### src/pse_pkg.sv
// ----------------------------------------------------------------------------
// pse_pkg
// Shared types and constants for the postfix stack evaluator: character
// codes, status codes, arithmetic unit operations and request/response types.
// ----------------------------------------------------------------------------
`default_nettype none

package pse_pkg;

	localparam logic [7:0] CH_NUL   = 8'h00;
	localparam logic [7:0] CH_ZERO  = 8'h30;
	localparam logic [7:0] CH_NINE  = 8'h39;
	localparam logic [7:0] CH_PLUS  = 8'h2B;
	localparam logic [7:0] CH_MINUS = 8'h2D;
	localparam logic [7:0] CH_STAR  = 8'h2A;
	localparam logic [7:0] CH_SLASH = 8'h2F;
	localparam logic [7:0] CH_CARET = 8'h5E;

	localparam logic [4:0] DIV_LAST = 5'd31;
	localparam logic [4:0] POW_LAST = 5'd30;

	typedef enum logic [2:0] {
		ST_OK        = 3'd0,
		ST_UNDERFLOW = 3'd1,
		ST_OVERFLOW  = 3'd2,
		ST_DIVZERO   = 3'd3,
		ST_EMPTY     = 3'd4
	} status_t;

	typedef enum logic [2:0] {
		OP_ADD  = 3'd0,
		OP_SUB  = 3'd1,
		OP_MUL  = 3'd2,
		OP_DIV  = 3'd3,
		OP_POW  = 3'd4,
		OP_ZERO = 3'd5
	} alu_op_t;

	typedef struct packed {
		logic    start;
		alu_op_t op;
	} alu_req_t;

	typedef struct packed {
		logic        done;
		logic [31:0] result;
	} alu_rsp_t;

	function automatic alu_op_t decode_op(input logic [7:0] sym);
		alu_op_t op;
		case (sym)
			CH_PLUS:  op = OP_ADD;
			CH_MINUS: op = OP_SUB;
			CH_STAR:  op = OP_MUL;
			CH_SLASH: op = OP_DIV;
			CH_CARET: op = OP_POW;
			default:  op = OP_ZERO;
		endcase
		return op;
	endfunction

endpackage

`default_nettype wire

### src/postfix_stack_evaluator_top.sv
// ----------------------------------------------------------------------------
// postfix_stack_evaluator_top
// Postfix expression evaluator: digits push, operators pop two and push one,
// a NUL character emits the top of stack with a status and clears the stack.
//
// Channel   Direction  Handshake                     Payload
// symbol    in         symbol_valid / symbol_ready   symbol[7:0]
// result    out        result_valid / result_ready   value[31:0], status[2:0]
//
// A digit or an ignored character is handled in S_IDLE; NUL also passes through
// S_END and waits on result_ready. An operator, + - * or an unknown code, reads
// both operands and runs in S_EXEC; / uses a restoring divider and ^ one multiplier
// shared by the square and multiply steps. The stack RAM port sets the extra reads.
// No clearing pass after reset: only the count and status are reset.
// ----------------------------------------------------------------------------
`default_nettype none

module postfix_stack_evaluator_top #(
	parameter int STACK_DEPTH = 16
) (
	input  wire          clk,
	input  wire          arst_n,
	input  wire          symbol_valid,
	output logic         symbol_ready,
	input  wire   [7:0]  symbol,
	output logic         result_valid,
	input  wire          result_ready,
	output logic signed [31:0] value,
	output logic  [2:0]  status
);
	import pse_pkg::*;

	localparam int CW = $clog2(STACK_DEPTH + 1);
	localparam int AW = (STACK_DEPTH > 1) ? $clog2(STACK_DEPTH) : 1;

	typedef enum logic [4:0] {
		S_IDLE = 5'b00001,
		S_RDR  = 5'b00010,
		S_RDL  = 5'b00100,
		S_EXEC = 5'b01000,
		S_END  = 5'b10000
	} state_t;

	state_t      state_q;
	logic [CW-1:0] count_q;
	status_t     sticky_q;
	alu_op_t     op_q;
	logic [31:0] right_q;
	logic        res_valid_q;
	logic [31:0] value_q;
	status_t     status_q;

	logic          accept;
	logic          is_digit;
	logic          is_full;
	logic [7:0]    digit_off;
	logic [CW-1:0] cnt_m1;
	logic [CW-1:0] cnt_m2;
	logic          wr_en;
	logic [AW-1:0] wr_addr;
	logic [31:0]   wr_data;
	logic [AW-1:0] rd_addr;
	logic [31:0]   rd_data;
	logic          out_load;
	alu_req_t      alu_req;
	alu_rsp_t      alu_rsp;

	assign symbol_ready = (state_q == S_IDLE);
	assign accept       = symbol_valid && symbol_ready;
	assign is_digit     = (symbol >= CH_ZERO) && (symbol <= CH_NINE);
	assign is_full      = (count_q == CW'(STACK_DEPTH));
	assign digit_off    = symbol - CH_ZERO;
	assign cnt_m1       = count_q - CW'(1);
	assign cnt_m2       = count_q - CW'(2);

	assign rd_addr = (state_q == S_RDR) ? cnt_m2[AW-1:0] : cnt_m1[AW-1:0];

	always_comb begin
		wr_en   = 1'b0;
		wr_addr = count_q[AW-1:0];
		wr_data = {28'd0, digit_off[3:0]};
		if (state_q == S_EXEC) begin
			wr_en   = alu_rsp.done;
			wr_addr = cnt_m2[AW-1:0];
			wr_data = alu_rsp.result;
		end else if (accept && symbol != CH_NUL && sticky_q == ST_OK && is_digit && !is_full) begin
			wr_en = 1'b1;
		end
	end

	assign alu_req.start = (state_q == S_RDL) && !(op_q == OP_DIV && right_q == 32'd0);
	assign alu_req.op    = op_q;

	assign out_load = (state_q == S_END) && (!res_valid_q || result_ready);

	pse_stack #(
		.DEPTH (STACK_DEPTH),
		.AW    (AW)
	) u_stack (
		.clk     (clk),
		.wr_en   (wr_en),
		.wr_addr (wr_addr),
		.wr_data (wr_data),
		.rd_addr (rd_addr),
		.rd_data (rd_data)
	);

	pse_alu u_alu (
		.clk    (clk),
		.arst_n (arst_n),
		.req    (alu_req),
		.a      (rd_data),
		.b      (right_q),
		.rsp    (alu_rsp)
	);

	always_ff @(posedge clk or negedge arst_n) begin
		if (!arst_n) begin
			state_q     <= S_IDLE;
			count_q     <= '0;
			sticky_q    <= ST_OK;
			res_valid_q <= 1'b0;
		end else begin
			if (out_load) begin
				res_valid_q <= 1'b1;
			end else if (result_ready) begin
				res_valid_q <= 1'b0;
			end
			case (state_q)
				S_IDLE: begin
					if (accept) begin
						if (symbol == CH_NUL) begin
							state_q <= S_END;
						end else if (sticky_q != ST_OK) begin
							state_q <= S_IDLE;
						end else if (is_digit) begin
							if (is_full) begin
								sticky_q <= ST_OVERFLOW;
							end else begin
								count_q <= count_q + CW'(1);
							end
						end else if (count_q < CW'(2)) begin
							sticky_q <= ST_UNDERFLOW;
						end else begin
							state_q <= S_RDR;
						end
					end
				end
				S_RDR: state_q <= S_RDL;
				S_RDL: begin
					if (alu_req.start) begin
						state_q <= S_EXEC;
					end else begin
						sticky_q <= ST_DIVZERO;
						state_q  <= S_IDLE;
					end
				end
				S_EXEC: begin
					if (alu_rsp.done) begin
						count_q <= cnt_m1;
						state_q <= S_IDLE;
					end
				end
				S_END: begin
					if (out_load) begin
						count_q  <= '0;
						sticky_q <= ST_OK;
						state_q  <= S_IDLE;
					end
				end
				default: state_q <= S_IDLE;
			endcase
		end
	end

	always_ff @(posedge clk) begin
		if (accept) begin
			op_q <= decode_op(symbol);
		end
		if (state_q == S_RDR) begin
			right_q <= rd_data;
		end
		if (out_load) begin
			if (sticky_q != ST_OK) begin
				value_q  <= 32'd0;
				status_q <= sticky_q;
			end else if (count_q == '0) begin
				value_q  <= 32'd0;
				status_q <= ST_EMPTY;
			end else begin
				value_q  <= rd_data;
				status_q <= ST_OK;
			end
		end
	end

	assign result_valid = res_valid_q;
	assign value        = value_q;
	assign status       = status_q;

`ifndef SYNTHESIS
	a_err_value_zero: assert property (@(posedge clk) disable iff (!arst_n)
		(result_valid && status != ST_OK) |-> (value == 32'sd0))
		else $error("nonzero value with error status");

	a_op_reads: assert property (@(posedge clk) disable iff (!arst_n)
		(accept && symbol != CH_NUL && sticky_q == ST_OK && !is_digit
		 && count_q >= CW'(2)) |=> (state_q == S_RDR))
		else $error("operator did not start operand reads");

	a_alu_done_exec: assert property (@(posedge clk) disable iff (!arst_n)
		alu_rsp.done |-> (state_q == S_EXEC))
		else $error("arithmetic unit finished outside execute");

	a_count_bound: assert property (@(posedge clk) disable iff (!arst_n)
		wr_en |=> (count_q <= CW'(STACK_DEPTH)))
		else $error("stack count beyond depth");
`endif

endmodule

`default_nettype wire

### src/pse_alu.sv
// ----------------------------------------------------------------------------
// pse_alu
// Shared arithmetic unit: add, subtract and multiply, restoring
// division over 32 steps and square-and-multiply power on one multiplier.
// ----------------------------------------------------------------------------
`default_nettype none

module pse_alu (
	input  wire                clk,
	input  wire                arst_n,
	input  pse_pkg::alu_req_t  req,
	input  wire         [31:0] a,
	input  wire         [31:0] b,
	output pse_pkg::alu_rsp_t  rsp
);
	import pse_pkg::*;

	typedef enum logic [4:0] {
		A_IDLE = 5'b00001,
		A_DIV  = 5'b00010,
		A_POWM = 5'b00100,
		A_POWS = 5'b01000,
		A_DONE = 5'b10000
	} alu_state_t;

	alu_state_t  state_q;
	logic [31:0] acc_q;
	logic [31:0] sq_q;
	logic [31:0] rem_q;
	logic [31:0] arg_q;
	logic [4:0]  cnt_q;
	logic        neg_q;

	logic [31:0] mul_x;
	logic [31:0] mul_y;
	logic [31:0] mul_p;
	logic [31:0] shifted;
	logic [32:0] trial;
	logic        take;
	logic [31:0] mag_a;
	logic [31:0] mag_b;

	assign mul_x = (state_q == A_IDLE) ? a : ((state_q == A_POWM) ? acc_q : sq_q);
	assign mul_y = (state_q == A_IDLE) ? b : sq_q;
	assign mul_p = mul_x * mul_y;

	assign shifted = {rem_q[30:0], acc_q[31]};
	assign trial   = {1'b0, shifted} - {1'b0, arg_q};
	assign take    = ~trial[32];

	assign mag_a = a[31] ? (32'd0 - a) : a;
	assign mag_b = b[31] ? (32'd0 - b) : b;

	assign rsp.done   = (state_q == A_DONE);
	assign rsp.result = neg_q ? (32'd0 - acc_q) : acc_q;

	always_ff @(posedge clk or negedge arst_n) begin
		if (!arst_n) begin
			state_q <= A_IDLE;
		end else begin
			case (state_q)
				A_IDLE: begin
					if (req.start) begin
						if (req.op == OP_DIV) begin
							state_q <= A_DIV;
						end else if (req.op == OP_POW && !b[31]) begin
							state_q <= A_POWM;
						end else begin
							state_q <= A_DONE;
						end
					end
				end
				A_DIV: begin
					if (cnt_q == 5'd0) begin
						state_q <= A_DONE;
					end
				end
				A_POWM: state_q <= A_POWS;
				A_POWS: begin
					state_q <= (cnt_q == POW_LAST) ? A_DONE : A_POWM;
				end
				A_DONE:  state_q <= A_IDLE;
				default: state_q <= A_IDLE;
			endcase
		end
	end

	always_ff @(posedge clk) begin
		case (state_q)
			A_IDLE: begin
				if (req.start) begin
					neg_q <= 1'b0;
					case (req.op)
						OP_ADD: acc_q <= a + b;
						OP_SUB: acc_q <= a - b;
						OP_MUL: acc_q <= mul_p;
						OP_DIV: begin
							acc_q <= mag_a;
							rem_q <= 32'd0;
							arg_q <= mag_b;
							cnt_q <= DIV_LAST;
							neg_q <= a[31] ^ b[31];
						end
						OP_POW: begin
							if (b[31]) begin
								if (a == 32'd1) begin
									acc_q <= 32'd1;
								end else if (a == 32'hFFFF_FFFF) begin
									acc_q <= b[0] ? 32'hFFFF_FFFF : 32'd1;
								end else begin
									acc_q <= 32'd0;
								end
							end else begin
								acc_q <= 32'd1;
								sq_q  <= a;
								arg_q <= b;
								cnt_q <= 5'd0;
							end
						end
						default: acc_q <= 32'd0;
					endcase
				end
			end
			A_DIV: begin
				rem_q <= take ? trial[31:0] : shifted;
				acc_q <= {acc_q[30:0], take};
				cnt_q <= cnt_q - 5'd1;
			end
			A_POWM: begin
				if (arg_q[0]) begin
					acc_q <= mul_p;
				end
			end
			A_POWS: begin
				sq_q  <= mul_p;
				arg_q <= {1'b0, arg_q[31:1]};
				cnt_q <= cnt_q + 5'd1;
			end
			default: begin
			end
		endcase
	end

endmodule

`default_nettype wire

### src/pse_stack.sv
// ----------------------------------------------------------------------------
// pse_stack
// Operand stack storage: one write port and one registered read port.
// ----------------------------------------------------------------------------
`default_nettype none

module pse_stack #(
	parameter int DEPTH = 16,
	parameter int AW    = 4
) (
	input  wire           clk,
	input  wire           wr_en,
	input  wire  [AW-1:0] wr_addr,
	input  wire  [31:0]   wr_data,
	input  wire  [AW-1:0] rd_addr,
	output logic [31:0]   rd_data
);

	logic [31:0] mem [DEPTH];

	always_ff @(posedge clk) begin
		if (wr_en) begin
			mem[wr_addr] <= wr_data;
		end
	end

	always_ff @(posedge clk) begin
		rd_data <= mem[rd_addr];
	end

endmodule

`default_nettype wire

### config.mk
export PLATFORM = sky130hd
export DESIGN_NAME = postfix_stack_evaluator_top
export DESIGN_NICKNAME = d
export VERILOG_FILES = /design/src/pse_pkg.sv /design/src/postfix_stack_evaluator_top.sv /design/src/pse_alu.sv /design/src/pse_stack.sv
export SDC_FILE = /design/constraint.sdc
export NUM_CORES = 2
export LEC_CHECK = 0
export ABC_CLOCK_PERIOD_IN_PS = 17750
export BUFFER_PORTS_ARGS = -buffer_cell sky130_fd_sc_hd__clkbuf_2
export CORE_AREA = 4 4 346 348
export CTS_BUF_LIST = sky130_fd_sc_hd__clkbuf_8 sky130_fd_sc_hd__clkbuf_16
export DETAILED_ROUTE_END_ITERATION = 12
export DIE_AREA = 0 0 350 352
export PLACE_DENSITY = 0.68
export SKIP_LAST_GASP = 1
export SYNTH_ARGS = -nofsm -noshare
export SYNTH_HDL_FRONTEND = slang
export SYNTH_SLANG_ARGS = --single-unit
### constraint.sdc
create_clock -name clk -period 17.75 [get_ports clk]
set_input_delay 3.55 -clock clk [delete_from_list [all_inputs] [get_ports clk]]
set_output_delay 3.55 -clock clk [all_outputs]
set_load 0.005 [all_outputs]
==> results.sh <==
export IMPL_grt_pass1_wl_um=235000
export IMPL_root_buffer="clkbuf_16"
export IMPL_grt_pass1_vias=37400
export IMPL_synthSimpleGateAreaFrac_pct=12.2
export IMPL_status="completed"
export IMPL_instances_no_fill=6202
export IMPL_grt_ovfl_total=0
export IMPL_dieArea_mm2=0.123
export IMPL_drive_gt1_share_pct=11.1
export IMPL_crit_path_start_kind="flop"
export IMPL_synthAdderAreaFrac_pct=20.5
export IMPL_die_w_um=350
export IMPL_skew_ns=0.0441
export IMPL_drtAntennaViolNets=0
export IMPL_crit_type="reg2reg"
export IMPL_worst_slew_pin_slew_ns=1.38
export IMPL_crit_top_cell="fa_1"
export IMPL_io_pins=49
export IMPL_crit_path_end_kind="flop"
export IMPL_max_stage_delay_ns=0.82
export IMPL_fin_crit_ns=10.22
export IMPL_mostFrequentLayoutCells="715 x edfxtp_1, 588 x nand2_1, 526 x nor2_1"
export IMPL_hold_buffers=0
export IMPL_slew_viol_final=0
export IMPL_synth_top_family_by_area="adder cells"
export IMPL_syn_nets=5224
export IMPL_max_slew_margin_pct=7.66
export IMPL_cts_resized_gates=0
export IMPL_synth_area_mm2=0.0523
export IMPL_cts_tree="yes"
export IMPL_clockBufferDepth=3
export IMPL_post_route_period_util_pct=57.6
export IMPL_final_nets=5237
export IMPL_grt_max_degree=129
export IMPL_fillCellCount=10200
export IMPL_grt_antenna_before_repair=11
export IMPL_synthArstFlopShare_pct=2.35
export IMPL_arrival_ns=10.59
export IMPL_cp_required_ns=18.12
export IMPL_wl_um=156000
export IMPL_htree_levels=3
export IMPL_hold_class="reg2reg"
export IMPL_hold_violations=0
export IMPL_muxShareOfSynthArea_pct=6.55
export IMPL_start_util_pct=45.0
export IMPL_portBuffers=48
export IMPL_synth_area_per_cell_um2=11.4
export IMPL_max_freq_mhz=97.9
export IMPL_dp_hpwl_um=105000
export IMPL_layout_commonest_cell="edfxtp_1"
export IMPL_die_y_um=352
export IMPL_vias=36800
export IMPL_yosys_warnings=0
export IMPL_worst_skew_pair_late_latency_ns=0.65
export IMPL_first_pass_iters=7
export IMPL_drc=0
export IMPL_yosysSeqAreaShare_pct=43.1
export IMPL_grt_util_all_layers_pct=25.4
export IMPL_setup_viol=0
export IMPL_core_area_mm2=0.116
export IMPL_cts_num_sinks=765
export IMPL_drt_iter0_drc=4450
export IMPL_place_inst=6057
export IMPL_clkSlewWorstSetupHoldPaths_ns=0.06
export IMPL_tns_ns=0
export IMPL_place_gp_congestion=0.973
export IMPL_slowest_stage="clkinv_2"
export IMPL_wl_per_cell_um=25.2
export IMPL_synth_compound_area_share_pct=8.13
export IMPL_whs_path_depth=1
export IMPL_ys_flop_type="edfxtp_1"
export IMPL_final_cell_area_mm2=0.0573
export IMPL_rows=125
export IMPL_routed_via_density=5.93
export IMPL_numCtsBuffers=78
export IMPL_synth_cell_types=92
export IMPL_synth_cells=4600
export IMPL_rr_worst_depth=30
export IMPL_cts_setup_buffers=0
export IMPL_maxCapViolations=0
export IMPL_synth_enable_flop_cells=715
export IMPL_rsz0062_at_grt="no"
export IMPL_area_growth_pct=9.52
export IMPL_synth_seq_cells=765
export IMPL_synth_xor_area_share_pct=4.43
export IMPL_placed_cell_area_mm2=0.0546
export IMPL_crit_path_max_fanout=46
registers in the layout, indices dropped and copies added (netlist names), 31 cells and up:
| signal | flops |
|---|---|
| u_alu.rem_q | 31 |
| u_alu.acc_q | 32 |
| value | 32 |
| u_stack.rd_data | 32 |
| u_stack.mem | 512 |
| right_q | 32 |
| u_alu.sq_q | 32 |
| u_alu.arg_q | 32 |
metrics by stage:
step	setup WS, ns	util (%)	hold slack (ns)
floorplan	9.17	-	0.429
global placement	7.91	47.0	0.520
detailed placement	7.85	47.0	0.529
CTS	7.78	49.3	0.540
global route	7.26	49.3	0.568
finish	7.53	49.3	0.545
worst max-delay path, delay by kind of cell, from the launching register on:
kind,cells,cell delay [ns]
fa+ha+maj,9,4.43
compound gates,9,2.53
buf+inv,6,1.49
simple gates,5,0.67
flops,1,0.59
xor+xnor,1,0.17
kinds of logic (layout without fill, tap and decap cells):
logic type | Yosys count | after routing
AND/OR/NAND/NOR | 1461 | 1461
flip-flops | 765 | 765
buffers and inverters | 670 | 747
AO/OA/AOI/OAI | 653 | 653
adder cells (fa/ha/maj) | 612 | 612
XOR/XNOR | 260 | 260
multiplexers | 179 | 179
other | 0 | 1
metal layers:
metal / wire (um) / GRT usage, %
met1: 60800 / 34.5
met3: 17100 / 6.12
met2: 70100 / 39.0
met4: 8020 / 10.9
met5: 65 / 0
synth_stat cells (all sizes together), types with 126 or more instances:
cell / count / area, um2
a21oi: 132 / 676
edfxtp: 715 / 21500
clkbuf: 163 / 612
mux4: 128 / 2880
inv: 443 / 1660
xor2: 131 / 1150
nand2: 591 / 2230
o21ai: 169 / 846
fa: 411 / 8230
ha: 201 / 2510
xnor2: 126 / 1100
nor2: 547 / 2060
area by class of cell:
cell class	instances	area (um2)	share of cell area [%]
timing repair buffer	158	1090	1.90
inverter	445	1670	2.92
tap	1524	1910	3.33
clock buffer	82	2010	3.50
clock inverter	62	646	1.13
multi-input combinational	3165	27400	47.8
antenna	1	2.50	0.00437
sequential	765	22600	39.4
worst paths after layout:
check | from | endpoint | slack, ns
setup / recovery | u_alu.state_q[0] | u_alu.acc_q[31] | 7.53
hold / removal | count_q[4] | count_q[4] | 0.55
setup reg to reg | u_alu.state_q[0] | u_alu.acc_q[31] | 7.53
hold reg to reg | count_q[4] | count_q[4] | 0.55
max in group asynchronous | arst_n | u_alu.state_q[0] | 14.52
min in group asynchronous | arst_n | state_q[4] | 2.87
Power is left out: the tool's default activity adds up to more than one toggle a clock period on the data nets, which glitch-free logic cannot reach.
